## src/sv/vfc_pkg.sv

```systemverilog
// Package for the voxel face cull and AO block: widths, face tables and
// the per-face sampling functions. No dependencies.
package vfc_pkg;

  localparam int CHUNK_SIZE = 32;
  localparam int COORD_W    = 5;
  localparam int NB_W       = 27;
  localparam int DIR_W      = 3;
  localparam int AO_W       = 8;
  localparam int UV_W       = 8;
  localparam int VTX_W      = 20;
  localparam int NUM_FACES  = 6;
  localparam int NUM_VERTS  = 4;
  localparam int CENTER_BIT = 13;

  typedef logic [COORD_W-1:0] coord_t;
  typedef logic [2:0][COORD_W-1:0] pos_t;
  typedef logic [NB_W-1:0] nbhd_t;
  typedef logic [NUM_FACES-1:0] face_mask_t;
  typedef logic [NUM_FACES-1:0][AO_W-1:0] face_ao_t;

  typedef enum logic [DIR_W-1:0] {
    FACE_ZN = 3'd0,
    FACE_ZP = 3'd1,
    FACE_XN = 3'd2,
    FACE_XP = 3'd3,
    FACE_YN = 3'd4,
    FACE_YP = 3'd5
  } face_e;

  typedef enum logic [1:0] {
    ROT_0   = 2'd0,
    ROT_90  = 2'd1,
    ROT_180 = 2'd2,
    ROT_270 = 2'd3
  } rot_e;

  // cube corner per face vertex: bit0 x, bit1 y, bit2 z
  localparam logic [2:0] FACE_CORNER [NUM_FACES][NUM_VERTS] = '{
    '{3'd0, 3'd2, 3'd3, 3'd1},
    '{3'd4, 3'd5, 3'd7, 3'd6},
    '{3'd0, 3'd4, 3'd6, 3'd2},
    '{3'd1, 3'd3, 3'd7, 3'd5},
    '{3'd0, 3'd1, 3'd5, 3'd4},
    '{3'd2, 3'd6, 3'd7, 3'd3}
  };

  // normal axis per face pair: 0 x, 1 y, 2 z
  localparam int FACE_AXIS [3] = '{2, 0, 1};

  localparam logic [NUM_VERTS-1:0] BASE_U = 4'b0110;
  localparam logic [NUM_VERTS-1:0] BASE_V = 4'b1100;

  function automatic logic outside(coord_t c, int d);
    int p;
    p = int'(c) + d;
    return (p < 0) || (p >= CHUNK_SIZE);
  endfunction

  // occupancy of one neighbor; cells past two chunk boundaries read empty
  function automatic logic sample(pos_t pos, nbhd_t nb, int off [3]);
    int crossings;
    int idx;
    crossings = int'(outside(pos[0], off[0])) + int'(outside(pos[1], off[1]))
              + int'(outside(pos[2], off[2]));
    idx = (off[2] + 1) * 9 + (off[1] + 1) * 3 + (off[0] + 1);
    if (crossings >= 2) begin
      return 1'b0;
    end
    return nb[5'(idx)];
  endfunction

  function automatic logic face_visible(pos_t pos, nbhd_t nb, int f);
    int n [3];
    n = '{0, 0, 0};
    n[FACE_AXIS[f >> 1]] = ((f & 1) != 0) ? 1 : -1;
    return nb[CENTER_BIT] && !sample(pos, nb, n);
  endfunction

  function automatic logic [AO_W-1:0] face_ao(pos_t pos, nbhd_t nb, int f);
    int axis;
    int a1;
    int a2;
    int s1;
    int s2;
    int n [3];
    int o1 [3];
    int o2 [3];
    int oc [3];
    logic [2:0] c;
    logic [1:0] solid;
    logic [AO_W-1:0] ao;
    axis = FACE_AXIS[f >> 1];
    a1 = (axis == 0) ? 1 : 0;
    a2 = (axis == 2) ? 1 : 2;
    n = '{0, 0, 0};
    n[axis] = ((f & 1) != 0) ? 1 : -1;
    ao = '0;
    for (int k = 0; k < NUM_VERTS; k++) begin
      c = FACE_CORNER[f][k];
      s1 = c[a1] ? 1 : -1;
      s2 = c[a2] ? 1 : -1;
      o1 = n;
      o2 = n;
      oc = n;
      o1[a1] = s1;
      o2[a2] = s2;
      oc[a1] = s1;
      oc[a2] = s2;
      solid = 2'(sample(pos, nb, o1)) + 2'(sample(pos, nb, o2))
            + 2'(sample(pos, nb, oc));
      ao[2*k +: 2] = 2'd3 - solid;
    end
    return ao;
  endfunction

  function automatic logic [UV_W-1:0] uv_corners(logic [1:0] rot, logic flip);
    logic u;
    logic v;
    logic tu;
    logic tv;
    logic [UV_W-1:0] uv;
    uv = '0;
    for (int k = 0; k < NUM_VERTS; k++) begin
      u = BASE_U[k];
      v = BASE_V[k];
      unique case (rot_e'(rot))
        ROT_90: begin
          tu = ~v;
          tv = u;
        end
        ROT_180: begin
          tu = ~u;
          tv = ~v;
        end
        ROT_270: begin
          tu = v;
          tv = ~u;
        end
        default: begin
          tu = u;
          tv = v;
        end
      endcase
      uv[2*k]     = tu ^ flip;
      uv[2*k + 1] = tv;
    end
    return uv;
  endfunction

endpackage

```

## src/sv/vfc_if.sv

```systemverilog
// Valid/ready channel interfaces for voxel words in and face words out.
// Depends on vfc_pkg.
interface vfc_in_if;
  logic                   valid;
  logic                   ready;
  vfc_pkg::coord_t        voxel_x;
  vfc_pkg::coord_t        voxel_y;
  vfc_pkg::coord_t        voxel_z;
  vfc_pkg::nbhd_t         neighborhood;
  logic [1:0]             rotation;
  logic                   flip;
  logic                   chunk_start;

  modport source (
    output valid, voxel_x, voxel_y, voxel_z, neighborhood, rotation, flip,
           chunk_start,
    input  ready
  );
  modport sink (
    input  valid, voxel_x, voxel_y, voxel_z, neighborhood, rotation, flip,
           chunk_start,
    output ready
  );
endinterface

interface vfc_out_if;
  logic                          valid;
  logic                          ready;
  vfc_pkg::coord_t               face_x;
  vfc_pkg::coord_t               face_y;
  vfc_pkg::coord_t               face_z;
  logic [vfc_pkg::DIR_W-1:0]     face_dir;
  logic [vfc_pkg::AO_W-1:0]      ao_corners;
  logic [vfc_pkg::UV_W-1:0]      uv_corners;
  logic [vfc_pkg::VTX_W-1:0]     first_vertex;
  logic                          last_face;

  modport source (
    output valid, face_x, face_y, face_z, face_dir, ao_corners, uv_corners,
           first_vertex, last_face,
    input  ready
  );
  modport sink (
    input  valid, face_x, face_y, face_z, face_dir, ao_corners, uv_corners,
           first_vertex, last_face,
    output ready
  );
endinterface

```

## src/sv/vfc_face_eval.sv

```systemverilog
// Face visibility, per-face AO levels and corner UVs for one held voxel.
// Depends on vfc_pkg.
module vfc_face_eval (
  input  vfc_pkg::pos_t                   pos_i,
  input  vfc_pkg::nbhd_t                  nb_i,
  input  logic [1:0]                      rotation_i,
  input  logic                            flip_i,
  output vfc_pkg::face_mask_t             visible_o,
  output vfc_pkg::face_ao_t               ao_o,
  output logic [vfc_pkg::UV_W-1:0]        uv_o
);
  import vfc_pkg::*;

  for (genvar f = 0; f < NUM_FACES; f++) begin : g_face
    assign visible_o[f] = face_visible(pos_i, nb_i, f);
    assign ao_o[f]      = face_ao(pos_i, nb_i, f);
  end

  assign uv_o = uv_corners(rotation_i, flip_i);

endmodule

```

## src/sv/voxel_face_cull_ao.sv

```systemverilog
// Top level: voxel word register, face picker, vertex counter, face word
// register. Depends on vfc_pkg, vfc_if and vfc_face_eval.
//
//   channel  | dir | word
//   ---------+-----+-----------------------------------------------
//   vox_i    | in  | voxel position, 3x3x3 occupancy, rotation, flip
//   face_o   | out | one visible face with AO, UVs, first vertex
//
// A voxel word holds the voxel register until all its visible faces are picked;
// the single face word register sets one face per cycle unless face_o stalls.
// The next voxel is taken in the cycle its predecessor's last face is picked.
// Reset clears the valid flags, the done mask and the vertex counter.
// A stall on face_o holds the face word and backs up into vox_i.ready.
module voxel_face_cull_ao (
  input  logic          clk_i,
  input  logic          rst_ni,
  vfc_in_if.sink        vox_i,
  vfc_out_if.source     face_o
);
  import vfc_pkg::*;

  logic                  item_vld_q;
  pos_t                  pos_q;
  nbhd_t                 nb_q;
  logic [1:0]            rot_q;
  logic                  flip_q;
  face_mask_t            done_q;
  face_mask_t            done_d;
  logic [VTX_W-1:0]      vcnt_q;
  logic [VTX_W-1:0]      vcnt_d;
  logic                  out_vld_q;

  face_mask_t            visible;
  face_ao_t              ao;
  logic [UV_W-1:0]       uv;
  face_mask_t            remaining;
  face_mask_t            sel_hot;
  logic [DIR_W-1:0]      sel_idx;
  logic                  sel_found;
  logic                  last;
  logic                  out_free;
  logic                  emit;
  logic                  item_done;
  logic                  load;

  vfc_face_eval u_eval (
    .pos_i      (pos_q),
    .nb_i       (nb_q),
    .rotation_i (rot_q),
    .flip_i     (flip_q),
    .visible_o  (visible),
    .ao_o       (ao),
    .uv_o       (uv)
  );

  assign remaining = item_vld_q ? (visible & ~done_q) : '0;

  always_comb begin
    sel_hot   = '0;
    sel_idx   = DIR_W'(FACE_ZN);
    sel_found = 1'b0;
    for (int f = 0; f < NUM_FACES; f++) begin
      if (remaining[f] && !sel_found) begin
        sel_hot[f] = 1'b1;
        sel_idx    = DIR_W'(f);
        sel_found  = 1'b1;
      end
    end
  end

  assign last      = (remaining & ~sel_hot) == '0;
  assign out_free  = !out_vld_q || face_o.ready;
  assign emit      = sel_found && out_free;
  assign item_done = item_vld_q && (!sel_found || (emit && last));
  assign vox_i.ready = !item_vld_q || item_done;
  assign load      = vox_i.valid && vox_i.ready;

  always_comb begin
    done_d = done_q;
    if (load) begin
      done_d = '0;
    end else if (emit) begin
      done_d = done_q | sel_hot;
    end
  end

  // chunk start clears after the previous voxel's final face took its index
  always_comb begin
    vcnt_d = vcnt_q;
    if (load && vox_i.chunk_start) begin
      vcnt_d = '0;
    end else if (emit) begin
      vcnt_d = vcnt_q + VTX_W'(NUM_VERTS);
    end
  end

  always_ff @(posedge clk_i or negedge rst_ni) begin
    if (!rst_ni) begin
      item_vld_q <= 1'b0;
      done_q     <= '0;
      vcnt_q     <= '0;
      out_vld_q  <= 1'b0;
    end else begin
      if (load) begin
        item_vld_q <= 1'b1;
      end else if (item_done) begin
        item_vld_q <= 1'b0;
      end
      done_q <= done_d;
      vcnt_q <= vcnt_d;
      if (emit) begin
        out_vld_q <= 1'b1;
      end else if (face_o.ready) begin
        out_vld_q <= 1'b0;
      end
    end
  end

  always_ff @(posedge clk_i) begin
    if (load) begin
      pos_q  <= {vox_i.voxel_z, vox_i.voxel_y, vox_i.voxel_x};
      nb_q   <= vox_i.neighborhood;
      rot_q  <= vox_i.rotation;
      flip_q <= vox_i.flip;
    end
  end

  always_ff @(posedge clk_i) begin
    if (emit) begin
      face_o.face_x       <= pos_q[0];
      face_o.face_y       <= pos_q[1];
      face_o.face_z       <= pos_q[2];
      face_o.face_dir     <= sel_idx;
      face_o.ao_corners   <= ao[sel_idx];
      face_o.uv_corners   <= uv;
      face_o.first_vertex <= vcnt_q;
      face_o.last_face    <= last;
    end
  end

  assign face_o.valid = out_vld_q;

endmodule
```

## src/flat_wrapper.sv

```systemverilog
// flat-port wrapper written by rule: the top's interface ports become plain ports
module voxel_face_cull_ao_flat import vfc_pkg::*;
  (clk_i, rst_ni, vox_i_valid, vox_i_voxel_x, vox_i_voxel_y, vox_i_voxel_z, vox_i_neighborhood, vox_i_rotation, vox_i_flip, vox_i_chunk_start, vox_i_ready, face_o_valid, face_o_face_x, face_o_face_y, face_o_face_z, face_o_face_dir, face_o_ao_corners, face_o_uv_corners, face_o_first_vertex, face_o_last_face, face_o_ready);
  vfc_in_if vox_i_i ();
  vfc_out_if face_o_i ();
  input  logic clk_i;
  input  logic rst_ni;
  input wire logic [$bits(vox_i_i.valid)-1:0] vox_i_valid;
  input wire logic [$bits(vox_i_i.voxel_x)-1:0] vox_i_voxel_x;
  input wire logic [$bits(vox_i_i.voxel_y)-1:0] vox_i_voxel_y;
  input wire logic [$bits(vox_i_i.voxel_z)-1:0] vox_i_voxel_z;
  input wire logic [$bits(vox_i_i.neighborhood)-1:0] vox_i_neighborhood;
  input wire logic [$bits(vox_i_i.rotation)-1:0] vox_i_rotation;
  input wire logic [$bits(vox_i_i.flip)-1:0] vox_i_flip;
  input wire logic [$bits(vox_i_i.chunk_start)-1:0] vox_i_chunk_start;
  output wire logic [$bits(vox_i_i.ready)-1:0] vox_i_ready;
  output wire logic [$bits(face_o_i.valid)-1:0] face_o_valid;
  output wire logic [$bits(face_o_i.face_x)-1:0] face_o_face_x;
  output wire logic [$bits(face_o_i.face_y)-1:0] face_o_face_y;
  output wire logic [$bits(face_o_i.face_z)-1:0] face_o_face_z;
  output wire logic [$bits(face_o_i.face_dir)-1:0] face_o_face_dir;
  output wire logic [$bits(face_o_i.ao_corners)-1:0] face_o_ao_corners;
  output wire logic [$bits(face_o_i.uv_corners)-1:0] face_o_uv_corners;
  output wire logic [$bits(face_o_i.first_vertex)-1:0] face_o_first_vertex;
  output wire logic [$bits(face_o_i.last_face)-1:0] face_o_last_face;
  input wire logic [$bits(face_o_i.ready)-1:0] face_o_ready;
  assign vox_i_i.valid = vox_i_valid;
  assign vox_i_i.voxel_x = vox_i_voxel_x;
  assign vox_i_i.voxel_y = vox_i_voxel_y;
  assign vox_i_i.voxel_z = vox_i_voxel_z;
  assign vox_i_i.neighborhood = vox_i_neighborhood;
  assign vox_i_i.rotation = vox_i_rotation;
  assign vox_i_i.flip = vox_i_flip;
  assign vox_i_i.chunk_start = vox_i_chunk_start;
  assign vox_i_ready = vox_i_i.ready;
  assign face_o_valid = face_o_i.valid;
  assign face_o_face_x = face_o_i.face_x;
  assign face_o_face_y = face_o_i.face_y;
  assign face_o_face_z = face_o_i.face_z;
  assign face_o_face_dir = face_o_i.face_dir;
  assign face_o_ao_corners = face_o_i.ao_corners;
  assign face_o_uv_corners = face_o_i.uv_corners;
  assign face_o_first_vertex = face_o_i.first_vertex;
  assign face_o_last_face = face_o_i.last_face;
  assign face_o_i.ready = face_o_ready;
  voxel_face_cull_ao u_core (.clk_i(clk_i), .rst_ni(rst_ni), .vox_i(vox_i_i), .face_o(face_o_i));
endmodule
```

## config.mk

```make
export PLATFORM = sky130hd
export DESIGN_NAME = voxel_face_cull_ao_flat
export DESIGN_NICKNAME = d
export VERILOG_FILES = /design/src/sv/vfc_pkg.sv /design/src/sv/vfc_if.sv /design/src/sv/vfc_face_eval.sv /design/src/sv/voxel_face_cull_ao.sv /design/src/flat_wrapper.sv
export SDC_FILE = /design/constraint.sdc
export NUM_CORES = 1
export LEC_CHECK = 0
export ABC_AREA = 1
export BUFFER_PORTS_ARGS = -buffer_cell sky130_fd_sc_hd__clkbuf_2
export CORE_MARGIN = 4
export CORE_UTILIZATION = 46
export CTS_CLUSTER_DIAMETER = 150
export DETAILED_ROUTE_END_ITERATION = 16
export PLACE_DENSITY = 0.78
export SLEW_MARGIN = 40
export SYNTH_ARGS = -nofsm -noshare
export SYNTH_HDL_FRONTEND = slang
export SYNTH_SLANG_ARGS = --single-unit
```

## constraint.sdc

```tcl
create_clock -name clk_i -period 4.2 [get_ports clk_i]
set_clock_uncertainty 0.2 [all_clocks]
set_input_delay 0 -clock clk_i [delete_from_list [all_inputs] [get_ports clk_i]]
set_output_delay 0 -clock clk_i [all_outputs]
set_load 0.01 [all_outputs]
```

==> results of run 1 <==
==> power by group through the flow <==
stage	clock [W]	combinational [W]	sequential (W)
2_1_floorplan	0	0.00109	0.00215
3_3_place_gp	0	0.00178	0.00201
3_5_place_dp	0	0.00182	0.00202
4_1_cts	0.00134	0.00188	0.00200
5_1_grt	0.00140	0.00209	0.00205
6_report	0.00131	0.00186	0.00200
==> metal layers <==
| metal | global-route usage | up-vias |
|---|---|---|
| li1 | - | 1829 |
| met1 | 0.2277 | 1719 |
| met2 | 0.2792 | 123 |
| met3 | 0.04191 | 11 |
| met4 | 0.06017 | 0 |
| met5 | 0 | - |
==> cells in the mapped netlist, types with 2 or more instances <==
| master | instances |
|---|---|
| a21oi_1 | 10 |
| a2bb2oi_1 | 2 |
| buf_4 | 3 |
| buf_6 | 2 |
| dfrtp_1 | 26 |
| edfxtp_1 | 87 |
| fa_1 | 10 |
| ha_1 | 9 |
| inv_1 | 65 |
| inv_2 | 12 |
| nand2_1 | 99 |
| nand2_2 | 12 |
| nand2_4 | 5 |
| nand3_1 | 24 |
| nand3_2 | 2 |
| nand3b_1 | 2 |
| nand4_1 | 6 |
| nor2_1 | 39 |
| nor2_2 | 3 |
| nor3_1 | 8 |
| nor3b_1 | 2 |
| o211ai_1 | 2 |
| o21ai_0 | 7 |
| o21bai_1 | 3 |
| xnor2_1 | 4 |
| xor2_1 | 4 |
==> layout by cell type (no fill, tap or decap), types with 2 or more instances in the layout <==
cell and count:
o21bai_1 3, nand3_1 24, clkinv_1 4, dfrtp_1 26, fa_1 10, inv_2 12, nor3_1 8, o211ai_1 2
nor2_2 3, dlygate4sd3_1 52, xor2_1 4, clkbuf_2 93, xnor2_1 4, clkinv_2 4, nand3b_1 2, buf_4 2
conb_1 2, nand4_1 6, a2bb2oi_1 2, nor2_1 39, clkbuf_1 4, nand2_2 12, ha_1 9, o21ai_0 7
edfxtp_1 87, clkbuf_8 3, a21oi_1 9, bufinv_16 2, inv_1 65, nand2_1 99, nor3b_1 2, nand2_4 5
nand3_2 2, clkbuf_16 16
==> cell families (layout without fill, tap and decap cells) <==
| family | after synthesis | in the layout | share of synthesized area |
|---|---|---|---|
| flip-flops | 113 | 113 | 0.6336 |
| other | 1 | 2 | 0.0007282 |
| XOR/XNOR | 8 | 8 | 0.01360 |
| AO/OA/AOI/OAI | 28 | 28 | 0.03280 |
| adder cells (fa/ha/maj) | 19 | 19 | 0.06074 |
| buffers and inverters | 84 | 259 | 0.06681 |
| AND/OR/NAND/NOR | 207 | 207 | 0.1917 |
==> layout make-up <==
type	instances	area, um2
multi-input cells	264	1558
fillers	826	4024
repair buffers	148	1021
clock inverters	9	91.34
well taps	140	175.2
flip-flops and latches	113	3263
clock buffers	23	456.7
inverters	79	299.0
==> state kept, by name, summed over array words and instances (netlist names), 2 cells and up <==
signal,count
u_core.face_o.face_z,5
u_core.done_q,6
u_core.face_o.first_vertex,18
u_core.face_o.ao_corners,8
u_core.face_o.face_x,5
u_core.face_o.face_y,5
u_core.rot_q,2
u_core.face_o.face_dir,3
u_core.face_o.uv_corners,8
u_core.nb_q,16
u_core.vcnt_q,18
u_core.pos_q,15
==> worst register-to-register path, stage by stage (launching register included) <==
cell and delay (ns):
edfxtp_1 0.40, nor3_1 0.19, nor3b_1 0.47, ha_1 0.32, nand2_1 0.06, nand3_1 0.15
inv_1 0.12, fa_1 0.44, inv_1 0.07, nand2_1 0.05, nand3_1 0.07, nand2_1 0.05
nor2_1 0.16
==> through the flow <==
| step | area, um2 | std cells | util | hold WS, ns |
|---|---|---|---|---|
| after CTS | 6854 | 775 | 0.6295 | 0.002303 |
| after floorplan | 5154 | 461 | - | -0.4956 |
| after global routing | 6864 | 776 | 0.6304 | 0.004039 |
| after global placement | 5776 | 691 | 0.5305 | -0.1374 |
| after detailed placement | 5776 | 691 | 0.5305 | -0.1353 |
| final | 6864 | 776 | 0.6304 | 0.01523 |
==> worst max-delay path by stage <==
stage | end | slack (ns) | cells past startpoint
finish | u_core.face_o.ao_corners[0]$_DFFE_PP_ | 1.29 | 12
global route | u_core.face_o.ao_corners[0]$_DFFE_PP_ | 1.10 | 12
CTS | u_core.face_o.ao_corners[0]$_DFFE_PP_ | 1.31 | 12
detailed placement | u_core.face_o.ao_corners[0]$_DFFE_PP_ | 1.32 | 12
global placement | u_core.face_o.face_y[0]$_DFFE_PP_ | 1.40 | 8
floorplan | u_core.flip_q$_DFFE_PN_ | 0.66 | 9
==> metrics.txt, run 1 <==
first-pass GRT wire length 17420 um; router iterations before antenna repair 6; Buf/Inv on CP 2; TNS Setup 0 ns; drt drc 0; Worst-Margin Slew 0.7379 ns; HPWL after detailed placement 7026 um; Inserted Clock Buffers 17; synth top area cells edfxtp_1 (51%), dfrtp_1 (13%), nand2_1 (7.2%), inv_1 (4.7%), fa_1 (3.9%); worst path required time 4.34 ns; row cnt 38; Post-synth EDFFs 87; Psw 0.001866 W; final hold vios 0; CTS root buf clkbuf_8; Final setup viols 0; sequential power share 0.386; Final min period 2.905 ns; Die H 113.8 um; Hold Path Sink u_core.nb_q[8]$_DFFE_PN_; type of the worst setup path reg -> reg; Core Region around 11000 um2; Crit path max-delay family simple AND/OR/NAND/NOR gates; htree depth 4; clock share of power 0.254; number of vias in the routed layout approximately 3700; Logic pwr share 0.360; WL met3 661 um; synthesized area per cell ~11 um2; Layout Nets 692; ant diodes 0; GRT overflow 0; CTS tree built; Register-to-Register Path Depth 12; CP cell instances nor3_1, nor3b_1, ha_1, nand2_1, nand3_1, inv_1, fa_1, inv_1, nand2_1, nand3_1, nand2_1, nor2_1; CP startpoint u_core.pos_q[7]$_DFFE_PN_; Crit path top cell by count nand2_1; largest net degree at the start of global routing 35; Num Clock Sinks 113; post-synth top area cell edfxtp_1; RSZ-0062 raised after global routing false; Pleak around 3.2 nW; wire length on met1 4447 um; reg2reg end u_core.face_o.ao_corners[0]$_DFFE_PP_; overall power 0.005180 W; Pint ~0.0033 W; CTS Buffer Depth 2; Most used DFF post-synth edfxtp_1; async set-reset flop share out of synthesis 0.2301; post-CTS setup buffers 0; Die W 113.8 um; vias in the first global route 3600; worst slack at placement 1.324 ns; hold path start vox_i_neighborhood[8]; critical path fanouts, max 3; f_max 344.2 MHz; synthesis-to-layout area growth 33.28%; max layer used met4; CP max-delay cell nor3b_1; min-delay worst type in -> reg; drt wl/cell 13.55 um; Synth Cell Area 5150 um2; CTS resizes 0; Crit path largest cell delay around 0.47 ns; status finished, final reports clean; final worst-path cycle share 0.6918; max_cap viols 0; Switching Fraction 0.3602; Hold Path Stages 2; Netlist cell types 38; die area roughly 13000 um2; Worst-Skew Late Latency 0.50 ns; Vias/cell 4.745; post-route ant nets 0; layout cells sized above 1 0.2516; CP Capture Type register; Yosys reg bits between 100 and 150; I/O pin cnt 107; clock slew at reported path FFs 0.05 ns; final setup margin 1.295 ns; GPL Wtd Cong 0.8463; sequential area share after synthesis 0.6336; R2R Path Start u_core.pos_q[7]$_DFFE_PN_; initial antenna violation count 0; Arr. time, crit path 3.04 ns; Buffers on Ports 93; Slew Limit Fails 0; GRT Util Overall 0.1721; startpoint types register; Worst slew margin 0.5074; pwr dens about 750 nW/um2; Max IR drop VDD between 0.0003 and 0.0004 V; WL met2 5277 um; r2r setup slk 1.29 ns; Post-Synthesis Cells 460; DR iter-0 viols 170; Synth top area share 0.5073; Hold Buf Count CTS 52; Synth Warn # 0; Initial Utilization 0.4730; Routed WL 10510 um
Note: power is estimated with default switching activity, not from simulation.
==> run 2, diff against run 1 <==
--- a/config.mk
+++ b/config.mk
@@ -5,7 +5,7 @@
 export SDC_FILE = /design/constraint.sdc
 export NUM_CORES = 1
 export LEC_CHECK = 0
-export ABC_AREA = 1
+export ABC_AREA = 0
 export BUFFER_PORTS_ARGS = -buffer_cell sky130_fd_sc_hd__clkbuf_2
 export CORE_MARGIN = 4
 export CORE_UTILIZATION = 46
==> constraint.sdc (replaced) <==
create_clock -name clk_i -period 2.9 [get_ports clk_i]
set_clock_uncertainty 0.2 [all_clocks]
set_input_delay 0 -clock clk_i [delete_from_list [all_inputs] [get_ports clk_i]]
set_output_delay 0 -clock clk_i [all_outputs]
set_load 0.01 [all_outputs]
==> run 2 against run 1 <==
  * The flow now finishes with violations (setup timing)
  * Area after synthesis shrank 4.6%
  * Largest power group is now clock
  * Global-route usage grew 2.1 points
  * Synthesized cell count shrank 21%
  * Critical path type unchanged
==> metrics.txt, run 2 <==
type of the worst setup path reg -> reg; max_cap viols 0; Yosys reg bits 113; DR iter-0 viols 534; CP max-delay cell or4_4; post-synth top area cell edfxtp_1; synthesis-to-layout area growth 41.63%; placed inst area 5597 um2; Max IR drop VDD 0.0004613 V; layout cells sized above 1 0.3125; row cnt 37; post-route insts no fill approximately 700; largest net degree at the start of global routing 41; Pleak roughly 2.9 nW; final hold vios 0; worst path required time 2.94 ns; synth top area cells edfxtp_1 (53%), dfrtp_1 (13%), fa_1 (4.1%), nor2_1 (3.1%), ha_1 (2.3%); overall power 0.004468 W; most frequent cell after synthesis edfxtp_1; Worst-Skew Late Latency 0.52 ns; Synth Warn # 0; CTS root buf clkbuf_8; Slew Limit Fails 0; failing checks setup timing; Netlist cell types 55; Buffers on Ports just over 90; Worst-Margin Slew ~0.8 ns; Post-Synthesis Cells 362; top post-synthesis cells by count edfxtp_1 (87), nor2_1 (41), dfrtp_1 (26), inv_1 (21); TNS Setup -0.3663 ns; CTS Buffer Depth 2; final worst-path cycle share 1.051; router iterations before antenna repair 8; post-route ant nets 0; CP cell instances or4_4, nor2_4, ha_4, nand2_1, nand3b_1, buf_4, fa_2, a22oi_2, nand3_1; final setup margin -0.1469 ns; vias in the first global route 3752; Routed WL about 12000 um; die area 12400 um2; Synth Cell Area 4913 um2; GRT Util Overall 0.1927; Crit path largest cell delay 0.57 ns; RSZ-0062 raised after global routing true; GPL Wtd Cong 0.9006; most frequent cells in the layout clkbuf_2 (93), edfxtp_1 (87), dlygate4sd3_1 (59); most common cell after layout, fill and taps aside clkbuf_2; number of vias in the routed layout 3848; Layout Nets slightly above 600; drt wl/cell 17.83 um; status complete, but fails checks; f_max 328.2 MHz; Initial Utilization 0.4738; Worst slew margin 0.4508; GRT overflow 0; Largest regs u_core.face_o.first_vertex x18, u_core.vcnt_q x18, u_core.nb_q x16; pwr dens 642.0 nW/um2; Final min period 3.047 ns; HPWL after detailed placement 6899 um; sequential area share after synthesis 0.6641; CTS tree built; Die W approximately 110 um; Final setup viols 5; Die H approximately 110 um; first-pass GRT wire length 18770 um; placed cells 595; Synth top area share 0.5317; htree depth 4; initial antenna violation count 2; Num Clock Sinks between 100 and 150; I/O pin cnt 107; min-delay worst type in -> reg; Final Cell Area 6959 um2; Core Region 10370 um2; Arr. time, crit path roughly 3 ns; drt drc 0; Post-synth EDFFs a little under 90; Most used DFF post-synth edfxtp_1; Inserted Clock Buffers 17; critical path fanouts, max 3; worst slack at placement -0.01735 ns; async set-reset flop share out of synthesis 0.2301; clock slew at reported path FFs 0.05 ns; Vias/cell approximately 5.5; startpoint types register; synthesized area per cell 13.57 um2; CP Capture Type register
-- run 2: changes by cell type in the layout (fill, tap and decap cells not counted), sizes merged, moves of 7 or more --
cell	previous run	this run
nand2	116	19
inv	78	21
nand3	27	18
dlygate4sd3	52	59
buf	3	22
-- run 2: worst paths after layout --
| path | from | to | slack [ns] | cells past startpoint |
|---|---|---|---|---|
| min | vox_i_neighborhood[11] | u_core.nb_q[11]$_DFFE_PN_ | 0.003 | 2 |
| max in group asynchronous | rst_ni | u_core.vcnt_q[6]$_DFFE_PN0P_ | 2.01 | 4 |
| max reg2reg | u_core.pos_q[8]$_DFFE_PN_ | u_core.face_o.ao_corners[2]$_DFFE_PP_ | -0.15 | 9 |
| min in group asynchronous | rst_ni | u_core.done_q[4]$_DFFE_PN0P_ | 0.33 | 4 |
| min reg2reg | u_core.pos_q[14]$_DFFE_PN_ | u_core.face_o.face_z[4]$_DFFE_PP_ | 0.25 | 0 |
| max | u_core.pos_q[8]$_DFFE_PN_ | u_core.face_o.ao_corners[2]$_DFFE_PP_ | -0.15 | 9 |
-- run 2: routing by layer --
layer / share of wire / GRT usage
met5: 0 / 0
met2: 0.51 / 0.3164
met4: 0.039 / 0.09813
met3: 0.083 / 0.05272
met1: 0.37 / 0.2346
-- run 2: kinds of logic (layout without fill, tap and decap cells) --
family | Yosys count | in the layout | share of synthesized area
other | 1 | 4 | 0.0007632
and+or+nand+nor | 125 | 125 | 0.1311
buffers and inverters | 31 | 228 | 0.02928
AOI/OAI and AO/OA | 55 | 55 | 0.07843
adders and majority gates | 20 | 20 | 0.06595
DFF | 113 | 113 | 0.6641
xor gates and xnor gates | 17 | 17 | 0.03030
-- run 2: layout make-up --
class / instances / area [um2]
Clock buffer: 19 / 431.7
Clock inverter: 13 / 142.6
Fill cell: 677 / 3411
Inverter: 22 / 82.58
Sequential cell: 113 / 3263
Tap cell: 136 / 170.2
Multi-Input combinational cell: 219 / 1623
Timing Repair Buffer: 174 / 1241
Antenna cell: 2 / 5.005
-- run 2: critical path, delay by kind of cell (launching register included) --
family                     cells  cell delay (ns)
adders and majority gates      2             0.62
DFF                            1             0.41
AOI/OAI and AO/OA              1             0.20
buffers and inverters          1             0.21
and+or+nand+nor                5             1.14
-- run 2: power breakdown --
group | leakage (nW) | switching [W] | internal, W
registers | 1.18 | 0.0000826 | 0.00188
clock network | 0.284 | 0.000689 | 0.00131
logic | 1.40 | 0.000274 | 0.000227
-- run 2: timing repair --
item	4_1_cts	5_1_grt
resized for setup	5	21
pin swaps	6	16
endpoints found under the hold margin	83	0
endpoints found under the setup margin	3	7
setup buffers	4	4
cloned	0	0
hold buffers	60	0
-- run 2: metrics by stage --
stage / hold slack (ns) / utilization
2_1_floorplan: -0.4956 / -
3_3_place_gp: -0.1351 / 0.5397
3_5_place_dp: -0.1311 / 0.5397
4_1_cts: 0.0001573 / 0.6582
5_1_grt: 0.009334 / 0.6711
6_report: 0.002657 / 0.6711
